File: src/sv/jsu_pkg.sv
// Types and codes shared by the JSON string unescaper.
package jsu_pkg;

  localparam logic [1:0] KIND_BYTE  = 2'd0;
  localparam logic [1:0] KIND_DONE  = 2'd1;
  localparam logic [1:0] KIND_ERROR = 2'd2;

  localparam logic [2:0] ERR_NONE      = 3'd0;
  localparam logic [2:0] ERR_CONTROL   = 3'd1;
  localparam logic [2:0] ERR_ESCAPE    = 3'd2;
  localparam logic [2:0] ERR_HEX       = 3'd3;
  localparam logic [2:0] ERR_UNTERM    = 3'd4;
  localparam logic [2:0] ERR_NO_QUOTE  = 3'd5;

  localparam logic [7:0] CHAR_QUOTE     = 8'h22;
  localparam logic [7:0] CHAR_BACKSLASH = 8'h5C;
  localparam logic [7:0] CHAR_SLASH     = 8'h2F;
  localparam logic [7:0] CHAR_U         = 8'h75;
  localparam logic [7:0] CHAR_SPACE     = 8'h20;

  typedef struct packed {
    logic [7:0] out_byte;
    logic [1:0] kind;
    logic [2:0] error_code;
    logic       last;
  } result_t;

endpackage

File: src/sv/json_string_unescaper.sv
// Top level of the JSON string unescaper: byte decoder and result queue.

// One raw byte is taken per transfer and decoded in the same cycle into zero
// to three results, which enter a four-entry result queue; results leave the
// queue one per cycle while out_stall_i is low. A string of plain bytes and
// simple escapes sustains one byte per cycle while the output is not stalled.
// A \u escape that encodes to two or three UTF-8 bytes can hold the input,
// because the input is stalled whenever the queue holds more than one result.
// There is no clearing pass after reset.
module json_string_unescaper
  import jsu_pkg::*;
(
  input  logic       clk_i,
  input  logic       rst_ni,
  input  logic       in_valid_i,
  output logic       in_stall_o,
  input  logic [7:0] data_byte_i,
  input  logic       end_of_data_i,
  output logic       out_valid_o,
  input  logic       out_stall_i,
  output logic [7:0] out_byte_o,
  output logic [1:0] kind_o,
  output logic [2:0] error_code_o,
  output logic       last_o
);

  localparam logic [1:0] MODE_IDLE = 2'd0;
  localparam logic [1:0] MODE_STR  = 2'd1;
  localparam logic [1:0] MODE_ESC  = 2'd2;
  localparam logic [1:0] MODE_HEX  = 2'd3;

  logic [1:0]  mode_q, mode_d;
  logic [11:0] hex_accum_q, hex_accum_d;
  logic [1:0]  hex_count_q, hex_count_d;

  result_t     queue_q [4];
  logic [1:0]  wr_ptr_q, rd_ptr_q;
  logic [2:0]  count_q, count_d;

  result_t     res [3];
  logic [1:0]  num_res;
  logic        in_xfer, out_xfer;
  logic        hex_ok;
  logic [3:0]  hex_nib;
  logic [15:0] code_point;
  logic [7:0]  esc_byte;
  logic        esc_ok;

  function automatic result_t make_res(logic [7:0] b, logic [1:0] k, logic [2:0] e);
    result_t r;
    r.out_byte   = b;
    r.kind       = k;
    r.error_code = e;
    r.last       = 1'b0;
    return r;
  endfunction

  assign in_stall_o  = (count_q > 3'd1);
  assign in_xfer     = in_valid_i && !in_stall_o;
  assign out_valid_o = (count_q != 3'd0);
  assign out_xfer    = out_valid_o && !out_stall_i;

  always_comb begin
    hex_ok  = 1'b1;
    hex_nib = 4'd0;
    if (data_byte_i >= 8'h30 && data_byte_i <= 8'h39) begin
      hex_nib = data_byte_i[3:0];
    end else if ((data_byte_i >= 8'h41 && data_byte_i <= 8'h46) ||
                 (data_byte_i >= 8'h61 && data_byte_i <= 8'h66)) begin
      hex_nib = data_byte_i[3:0] + 4'd9;
    end else begin
      hex_ok = 1'b0;
    end
  end

  always_comb begin
    esc_ok   = 1'b1;
    esc_byte = data_byte_i;
    unique case (data_byte_i)
      CHAR_QUOTE, CHAR_BACKSLASH, CHAR_SLASH: esc_byte = data_byte_i;
      8'h62:   esc_byte = 8'h08;
      8'h66:   esc_byte = 8'h0C;
      8'h6E:   esc_byte = 8'h0A;
      8'h72:   esc_byte = 8'h0D;
      8'h74:   esc_byte = 8'h09;
      default: esc_ok = 1'b0;
    endcase
  end

  assign code_point = {hex_accum_q, hex_nib};

  always_comb begin
    mode_d      = mode_q;
    hex_accum_d = hex_accum_q;
    hex_count_d = hex_count_q;
    num_res     = 2'd0;
    for (int k = 0; k < 3; k++) begin
      res[k] = make_res(8'h00, KIND_BYTE, ERR_NONE);
    end
    unique case (mode_q)
      MODE_STR: begin
        if (end_of_data_i) begin
          res[0]  = make_res(8'h00, KIND_ERROR, ERR_UNTERM);
          num_res = 2'd1;
        end else if (data_byte_i == CHAR_QUOTE) begin
          res[0]  = make_res(8'h00, KIND_DONE, ERR_NONE);
          num_res = 2'd1;
        end else if (data_byte_i < CHAR_SPACE) begin
          res[0]  = make_res(8'h00, KIND_ERROR, ERR_CONTROL);
          num_res = 2'd1;
        end else if (data_byte_i == CHAR_BACKSLASH) begin
          mode_d = MODE_ESC;
        end else begin
          res[0]  = make_res(data_byte_i, KIND_BYTE, ERR_NONE);
          num_res = 2'd1;
        end
        if (num_res != 2'd0 && res[0].kind != KIND_BYTE) begin
          mode_d = MODE_IDLE;
        end
      end
      MODE_ESC: begin
        if (!end_of_data_i && data_byte_i == CHAR_U) begin
          mode_d      = MODE_HEX;
          hex_accum_d = 12'd0;
          hex_count_d = 2'd0;
        end else if (!end_of_data_i && esc_ok) begin
          mode_d  = MODE_STR;
          res[0]  = make_res(esc_byte, KIND_BYTE, ERR_NONE);
          num_res = 2'd1;
        end else begin
          mode_d  = MODE_IDLE;
          res[0]  = make_res(8'h00, KIND_ERROR, ERR_ESCAPE);
          num_res = 2'd1;
        end
      end
      MODE_HEX: begin
        if (end_of_data_i || !hex_ok) begin
          mode_d      = MODE_IDLE;
          hex_accum_d = 12'd0;
          hex_count_d = 2'd0;
          res[0]      = make_res(8'h00, KIND_ERROR, ERR_HEX);
          num_res     = 2'd1;
        end else if (hex_count_q == 2'd3) begin
          mode_d      = MODE_STR;
          hex_accum_d = 12'd0;
          hex_count_d = 2'd0;
          if (code_point[15:7] == 9'd0) begin
            res[0]  = make_res({1'b0, code_point[6:0]}, KIND_BYTE, ERR_NONE);
            num_res = 2'd1;
          end else if (code_point[15:11] == 5'd0) begin
            res[0]  = make_res({3'b110, code_point[10:6]}, KIND_BYTE, ERR_NONE);
            res[1]  = make_res({2'b10, code_point[5:0]}, KIND_BYTE, ERR_NONE);
            num_res = 2'd2;
          end else begin
            res[0]  = make_res({4'b1110, code_point[15:12]}, KIND_BYTE, ERR_NONE);
            res[1]  = make_res({2'b10, code_point[11:6]}, KIND_BYTE, ERR_NONE);
            res[2]  = make_res({2'b10, code_point[5:0]}, KIND_BYTE, ERR_NONE);
            num_res = 2'd3;
          end
        end else begin
          hex_accum_d = {hex_accum_q[7:0], hex_nib};
          hex_count_d = hex_count_q + 2'd1;
        end
      end
      default: begin
        hex_accum_d = 12'd0;
        hex_count_d = 2'd0;
        mode_d      = MODE_IDLE;
        if (!end_of_data_i) begin
          if (data_byte_i == CHAR_QUOTE) begin
            mode_d = MODE_STR;
          end else begin
            res[0]  = make_res(8'h00, KIND_ERROR, ERR_NO_QUOTE);
            num_res = 2'd1;
          end
        end
      end
    endcase
    if (num_res != 2'd0) begin
      res[num_res - 2'd1].last = 1'b1;
    end
  end

  always_comb begin
    count_d = count_q;
    if (in_xfer) begin
      count_d = count_d + {1'b0, num_res};
    end
    if (out_xfer) begin
      count_d = count_d - 3'd1;
    end
  end

  always_ff @(posedge clk_i or negedge rst_ni) begin
    if (!rst_ni) begin
      mode_q      <= MODE_IDLE;
      hex_accum_q <= 12'd0;
      hex_count_q <= 2'd0;
      wr_ptr_q    <= 2'd0;
      rd_ptr_q    <= 2'd0;
      count_q     <= 3'd0;
    end else begin
      if (in_xfer) begin
        mode_q      <= mode_d;
        hex_accum_q <= hex_accum_d;
        hex_count_q <= hex_count_d;
        wr_ptr_q    <= wr_ptr_q + num_res;
      end
      if (out_xfer) begin
        rd_ptr_q <= rd_ptr_q + 2'd1;
      end
      count_q <= count_d;
    end
  end

  always_ff @(posedge clk_i) begin
    if (in_xfer) begin
      for (int k = 0; k < 3; k++) begin
        if (k < int'(num_res)) begin
          queue_q[wr_ptr_q + 2'(k)] <= res[k];
        end
      end
    end
  end

  assign out_byte_o   = queue_q[rd_ptr_q].out_byte;
  assign kind_o       = queue_q[rd_ptr_q].kind;
  assign error_code_o = queue_q[rd_ptr_q].error_code;
  assign last_o       = queue_q[rd_ptr_q].last;

`ifndef SYNTHESIS
  a_count_bound: assert property (@(posedge clk_i) disable iff (!rst_ni)
    count_q <= 3'd4)
    else $error("Result queue holds more than four entries.");

  a_error_code: assert property (@(posedge clk_i) disable iff (!rst_ni)
    out_valid_o |-> ((kind_o == KIND_ERROR) == (error_code_o != ERR_NONE)))
    else $error("Error code does not match result kind.");

  a_byte_zero: assert property (@(posedge clk_i) disable iff (!rst_ni)
    (out_valid_o && kind_o != KIND_BYTE) |-> (out_byte_o == 8'h00))
    else $error("Nonzero byte on a completion or error result.");

  a_ptr_count: assert property (@(posedge clk_i) disable iff (!rst_ni)
    (wr_ptr_q - rd_ptr_q) == count_q[1:0])
    else $error("Queue pointers disagree with the fill count.");
`endif

endmodule

File: config.mk
export PLATFORM = sky130hd
export DESIGN_NAME = json_string_unescaper
export DESIGN_NICKNAME = d
export VERILOG_FILES = /design/src/sv/jsu_pkg.sv /design/src/sv/json_string_unescaper.sv
export SDC_FILE = /design/constraint.sdc
export NUM_CORES = 1
export LEC_CHECK = 0
export BUFFER_PORTS_ARGS = -buffer_cell sky130_fd_sc_hd__buf_2
export CAP_MARGIN = 30
export CORE_MARGIN = 2
export CORE_UTILIZATION = 55
export DETAILED_ROUTE_END_ITERATION = 10
export PLACE_DENSITY = 0.75
export SETUP_SLACK_MARGIN = 0.15
export SLEW_MARGIN = 10
export SYNTH_ARGS = -nofsm -noshare
export SYNTH_HDL_FRONTEND = slang
export SYNTH_SLANG_ARGS = --single-unit
File: constraint.sdc
create_clock -name clk_i -period 7.65 [get_ports clk_i]
set_input_delay 1.1475 -clock clk_i [delete_from_list [all_inputs] [get_ports clk_i]]
set_output_delay 1.1475 -clock clk_i [all_outputs]
set_load 0.01 [all_outputs]
* Word-level counts from Yosys, hierarchy flattened
Memory sizes are Yosys's and may differ from the RTL's.
Index checks and enable logic that the tools add are counted.
** Word-level totals
- Flip-flop bits (word level) :: 23
- RAM bits :: 56
- Input port bits :: 13
- Memory bits (read-only) :: 0
- Memories :: 1
- Bits in latches :: 0
** Memory list
- queue_q :: depth 4, bits a word 14, read ports 1, clocked after Yosys merged registers in 0, write ports 3, line json_string_unescaper.sv:36 : result_t queue_q [4];
** Operators by class
- Multipliers :: 0
- Divide/modulo/power cells :: 0
- Eq/ne operators :: 19
- Reduce and logical (&&, ||, !) cells :: 24
- Add/sub/neg operators :: 9
- Magnitude comparators :: 13
- Bitwise operators :: 2
- Shift-type cells :: 0
- Mux-type cells :: 72
** Operator list (number)
- $mux W14 :: 10
- $mux W28 :: 3
- $mux W42 :: 2
- $eq A8 B7 Y1 const B :: 7
- $bwmux W42 :: 1
- $pmux W14 S3 :: 1
- $pmux W8 S5 :: 1
- $mux W12 :: 3
- $pmux W12 S3 :: 1
- $mux W2 :: 15
- $demux W14 S2 :: 1
- $mux W26 :: 1
- $mux W1 :: 24
- $pmux W2 S3 :: 3
- $eq A8 B6 Y1 const B :: 2
- $ge A8 B7 Y1 const B :: 2
- $le A8 B7 Y1 const B :: 2
- $ne A3 B3 Y1 const B :: 5
- $mux W6 :: 2
- $logic_and A1 B1 Y1 :: 9
- $logic_not A9 Y1 :: 1
- $ge A8 B6 Y1 const B :: 1
- $le A8 B6 Y1 const B :: 1
- $lt A8 B6 Y1 const B :: 1
- 27 further kinds :: 40

* Longest topological paths before layout
- Depth in word-level cells :: 17
- Mapped depth :: 15

* Worst setup path before layout
No wires, ideal clock.
- Kind :: input to register
- Start :: in data_byte_i[6]
- End :: mem queue_q[2][0] (netlist name) (enable)
- Library setup time :: 0.407 ns
- Path slack :: 3.015 ns
- Buffers on the path :: 2
- Stages :: 8
- Required time :: 7.243 ns
- Data arrival time :: 4.228 ns
- Cell sequence :: buf_4 -> or4b_1 -> buf_2 -> nor4_2 -> o21ai_1 -> nor2_2 -> o21ai_0 -> a211oi_1
** RTL lines
- start: declaration :: line json_string_unescaper.sv:17 : input logic [7:0] data_byte_i,
- end: declaration :: line json_string_unescaper.sv:36

* Final worst setup path
- Start :: in data_byte_i[0]
- End :: reg count_q[2]
** On the way
- Word-level cells in the longest chain between the ends :: 13
- Elaborated cells between the ends (all ways) :: 33
- Those cells by class :: add/sub: 2; order compare: 7; eq/ne: 3; mux: 14; reduce/logical: 7
** RTL lines
- $ge A8 B7 Y1 (tied with other cells) :: line json_string_unescaper.sv:68 : end else if ((data_byte_i >= 8'h41 && data_byte_i <= 8'h46) ||
- $logic_and A1 B1 Y1, on equally long branches :: line json_string_unescaper.sv:68, json_string_unescaper.sv:69
- $logic_or A1 B1 Y1 :: line json_string_unescaper.sv:68
- $mux W1 :: line json_string_unescaper.sv:68
- $mux W1 :: line json_string_unescaper.sv:66 : if (data_byte_i >= 8'h30 && data_byte_i <= 8'h39) begin
- $logic_not A1 Y1 :: line json_string_unescaper.sv:137 : if (end_of_data_i || !hex_ok) begin
- $logic_or A1 B1 Y1 :: line json_string_unescaper.sv:137
- $mux W2 :: line json_string_unescaper.sv:137
- $pmux W2 S3 (*) :: line json_string_unescaper.sv:100 : unique case (mode_q)
- $add A3 B2 Y3 (*) :: line json_string_unescaper.sv:187 : count_d = count_d + {1'b0, num_res};
- $mux W3 (*) :: line json_string_unescaper.sv:186 : if (in_xfer) begin
- $sub A3 B1 Y3 :: line json_string_unescaper.sv:190 : count_d = count_d - 3'd1;
- $mux W3 (*) :: line json_string_unescaper.sv:189 : if (out_xfer) begin
- net count_d[2] :: line json_string_unescaper.sv:38 : logic [2:0] count_q, count_d;
- end signal: assignment :: line json_string_unescaper.sv:212 : count_q <= count_d;
- end: declaration :: line json_string_unescaper.sv:38
Mark *: on every way through the listed nets, which the timed path passes. The rest lies on a longest branch. The select of a mux whose other input is x is not followed.
A chain may end at the register's enable or synchronous reset.

==> flow_metrics.py <==
metrics = {
    "outcome": {
        "status": "complete, no violations",
    },
    "yosys": {
        "synth_area_sq_um": 5170,
        "synth_nets": 527,
        "ys_ff_latch": 79,
        "yosysUniqueCellTypes": 75,
        "synth-seq-area-share": 0.437,
        "synth_edf_count": 56,
        "avgSynthCellArea_sq_um": 10.2,
        "ys.flop_type": "edfxtp_1",
        "syn_inst": 505,
        "yosysWarnings": 0,
        "async_flop_share": 0.291,
    },
    "setup_path": {
        "crit_required_ps": 7890,
        "critPathArrivalTime_ps": 5040,
        "worstPathMaxFanout": 12,
        "worst-setup-path-type": "input port to flip-flop",
        "r2r_start": "mode_q[1]",
        "cp-start-kind": "input port",
        "setup.worst_path.end_class": "flip-flop",
        "crit_start": "data_byte_i[0]",
    },
    "clock_network": {
        "cts_tree": "built",
        "clkTransAtPathRegs_ps": 80,
        "cts_buffers": 9,
        "cts.sinks": 79,
        "ctsResizeCount": 0,
        "htree_levels": 3,
        "clk_latency_ps": 360,
        "cts_hold_buf": 0,
        "cts_setup_buffers": 0,
        "clockBufferDepth": 2,
        "clock-root-buffer": "clkbuf_8",
    },
    "route": {
        "drt-total-wl_microns": 14500,
        "first_iter_violations": 553,
        "antenna_left": 0,
        "via_per_inst": 6.98,
        "vias": 4472,
        "drc_errors": 0,
        "wl_per_cell_microns": 22.6,
        "drtPass1Iterations": 6,
    },
    "final_layout": {
        "n_antenna_cell": 0,
        "drive_gt1_frac": 0.162,
        "syn_to_final_growth_pct": 8.30,
        "n_fill_cell": 794,
        "seqCellArea_sq_um": 2260,
        "multi_input_area_sq_um": 2740,
        "final_cell_area_sq_um": 5600,
        "finish.utilization": 0.609,
        "layout.nets": 547,
    },
    "run": {
        "maxCapViolCount": 0,
    },
    "timing": {
        "fin_ws_ps": 2850,
        "fin_crit_sh": 0.628,
        "setup-violations-final": 0,
        "rsz0062_at_grt": "false",
        "fin_skew_ps": 11.3,
        "max_freq_mhz": 208,
        "hold_violations": 0,
        "finalCriticalPeriod_ps": 4800,
        "slew_headroom": 0.264,
        "tns_ps": 0,
        "worst_pin_slew_ps": 1090,
        "finalMaxSlewViolations": 0,
    },
    "pwr": {
        "p_leak_nw": 2.03,
        "p_total_mw": 1.12,
        "powerDensity_nw_per_um2": 201,
        "vdd_drop_max_mv": 0.121,
    },
    "global_routing": {
        "grt_overflow": 0,
        "antenna_found_initial": 0,
        "grt_max_degree": 33,
        "grt_use_total": 0.298,
        "grt_pass1_wl_microns": 22900,
        "grt_pass1_vias": 4137,
    },
    "placed_design": {
        "pre_cts_ws_ps": 2560,
        "gp_congestion": 0.986,
        "post_dp_cell_area_sq_um": 5400,
        "io_buffers": 28,
        "hpwl_microns": 10800,
    },
    "floorplan": {
        "design.die.area_sq_um": 10200,
        "die_w_microns": 101,
        "start_util": 0.562,
        "core-area_sq_um": 9200,
        "std_cell_rows": 35,
        "die_h_microns": 101,
        "io_pins": 29,
    },
    "hold_path": {
        "worstHoldStart": "hex_count_q[0]",
        "hp-class": "flip-flop to flip-flop",
    },
}
## synth_stat cells, types with 4 or more instances
cell type / n / area share
a211oi_1: 11 / 0.016
a21o_1: 6 / 0.0087
a21oi_1: 33 / 0.032
a22o_1: 10 / 0.017
a22oi_1: 16 / 0.023
a311oi_1: 6 / 0.010
a31oi_1: 10 / 0.012
a32oi_1: 4 / 0.0068
and2_1: 8 / 0.0097
buf_2: 5 / 0.0048
clkbuf_1: 18 / 0.013
dfrtp_1: 23 / 0.11
edfxtp_1: 56 / 0.33
ha_1: 8 / 0.019
inv_1: 14 / 0.010
mux2i_1: 11 / 0.021
mux4_2: 14 / 0.061
nand2_1: 35 / 0.025
nand3_1: 12 / 0.012
nand3b_1: 4 / 0.0058
nor2_1: 35 / 0.025
nor2b_1: 5 / 0.0061
nor3_1: 21 / 0.020
nor3b_1: 5 / 0.0073
nor4_1: 5 / 0.0061
o211ai_1: 8 / 0.012
o21ai_0: 31 / 0.030
o31ai_1: 10 / 0.015
o32ai_1: 5 / 0.0085
or3_1: 4 / 0.0048
or3b_2: 4 / 0.0068
## routing by layer
metal | routed length [microns] | GRT usage
met5 | 0 | 0
met2 | 6680 | 0.456
met4 | 413 | 0.108
met1 | 6200 | 0.430
met3 | 1190 | 0.0465
## power breakdown
| part | internal, mW | total [mW] | switching, mW | leakage, nW |
|---|---|---|---|---|
| combinational | 0.151 | 0.316 | 0.165 | 1.10 |
| sequential | 0.487 | 0.535 | 0.0483 | 0.852 |
| clock | 0.117 | 0.274 | 0.157 | 0.0753 |
## through the flow
step           hold slack, ps  cells
2_1_floorplan             454    505
3_3_place_gp              470    622
3_5_place_dp              494    624
4_1_cts                   508    640
5_1_grt                   549    641
6_report                  505    641
## cells by family after synthesis
group / after synthesis / share of synthesized area
mux: 26 / 0.0845
compound gates: 175 / 0.237
simple gates: 165 / 0.172
fa+ha+maj: 10 / 0.0252
flops: 79 / 0.437
xor+xnor: 5 / 0.00847
buf+inv: 45 / 0.0361
## final cells by class
class                      instances  area share
tap                              111      0.0248
timing repair buffer              37      0.0414
clock inverter                     7     0.00849
sequential                        79       0.403
clock buffer                       9      0.0221
multi-input combinational        381       0.489
inverter                          17      0.0114
## critical path: stages
cell and delay [ps]:
buf_2 160, inv_1 130, ha_1 270, nor4b_1 670, a21oi_1 200, o31ai_1 510, a21o_1 340, inv_1 270
ha_1 270, fa_1 420, a31oi_1 250, ha_1 180, nand2_1 60, xor2_1 170
## cells in the final DEF, fill, tap and decap left out, types with 6 or more instances in the layout
cell type / n
inv_1: 14
nand2_1: 35
a22oi_1: 16
mux2i_1: 11
a21oi_1: 33
ha_1: 8
a31oi_1: 10
a311oi_1: 6
clkbuf_8: 9
buf_4: 7
a21o_1: 6
o21ai_0: 31
mux4_2: 14
a211oi_1: 9
and2_1: 8
nand3_1: 12
nor2_1: 35
o31ai_1: 10
o211ai_1: 8
a22o_1: 10
dfrtp_1: 23
edfxtp_1: 56
buf_2: 28
nor3_1: 21
## state kept, by name, summed over array words and instances (netlist names)
register,count
count_q,3
hex_accum_q,12
hex_count_q,2
mode_q,2
queue_q,56
rd_ptr_q,2
wr_ptr_q,2
## path summary, 6_finish.rpt
| kind | slack, ps | endpoint | depth (start not counted) |
|---|---|---|---|
| max | 2850 | count_q[2] | 14 |
| min | 510 | hex_count_q[0] | 1 |
| max reg2reg | 3100 | queue_q[0][8] | 8 |
| min reg2reg | 510 | hex_count_q[0] | 1 |
| max in group asynchronous | 6500 | hex_accum_q[0] | 1 |
| min in group asynchronous | 770 | wr_ptr_q[1] | 1 |
(Power assumes the default switching activity.)
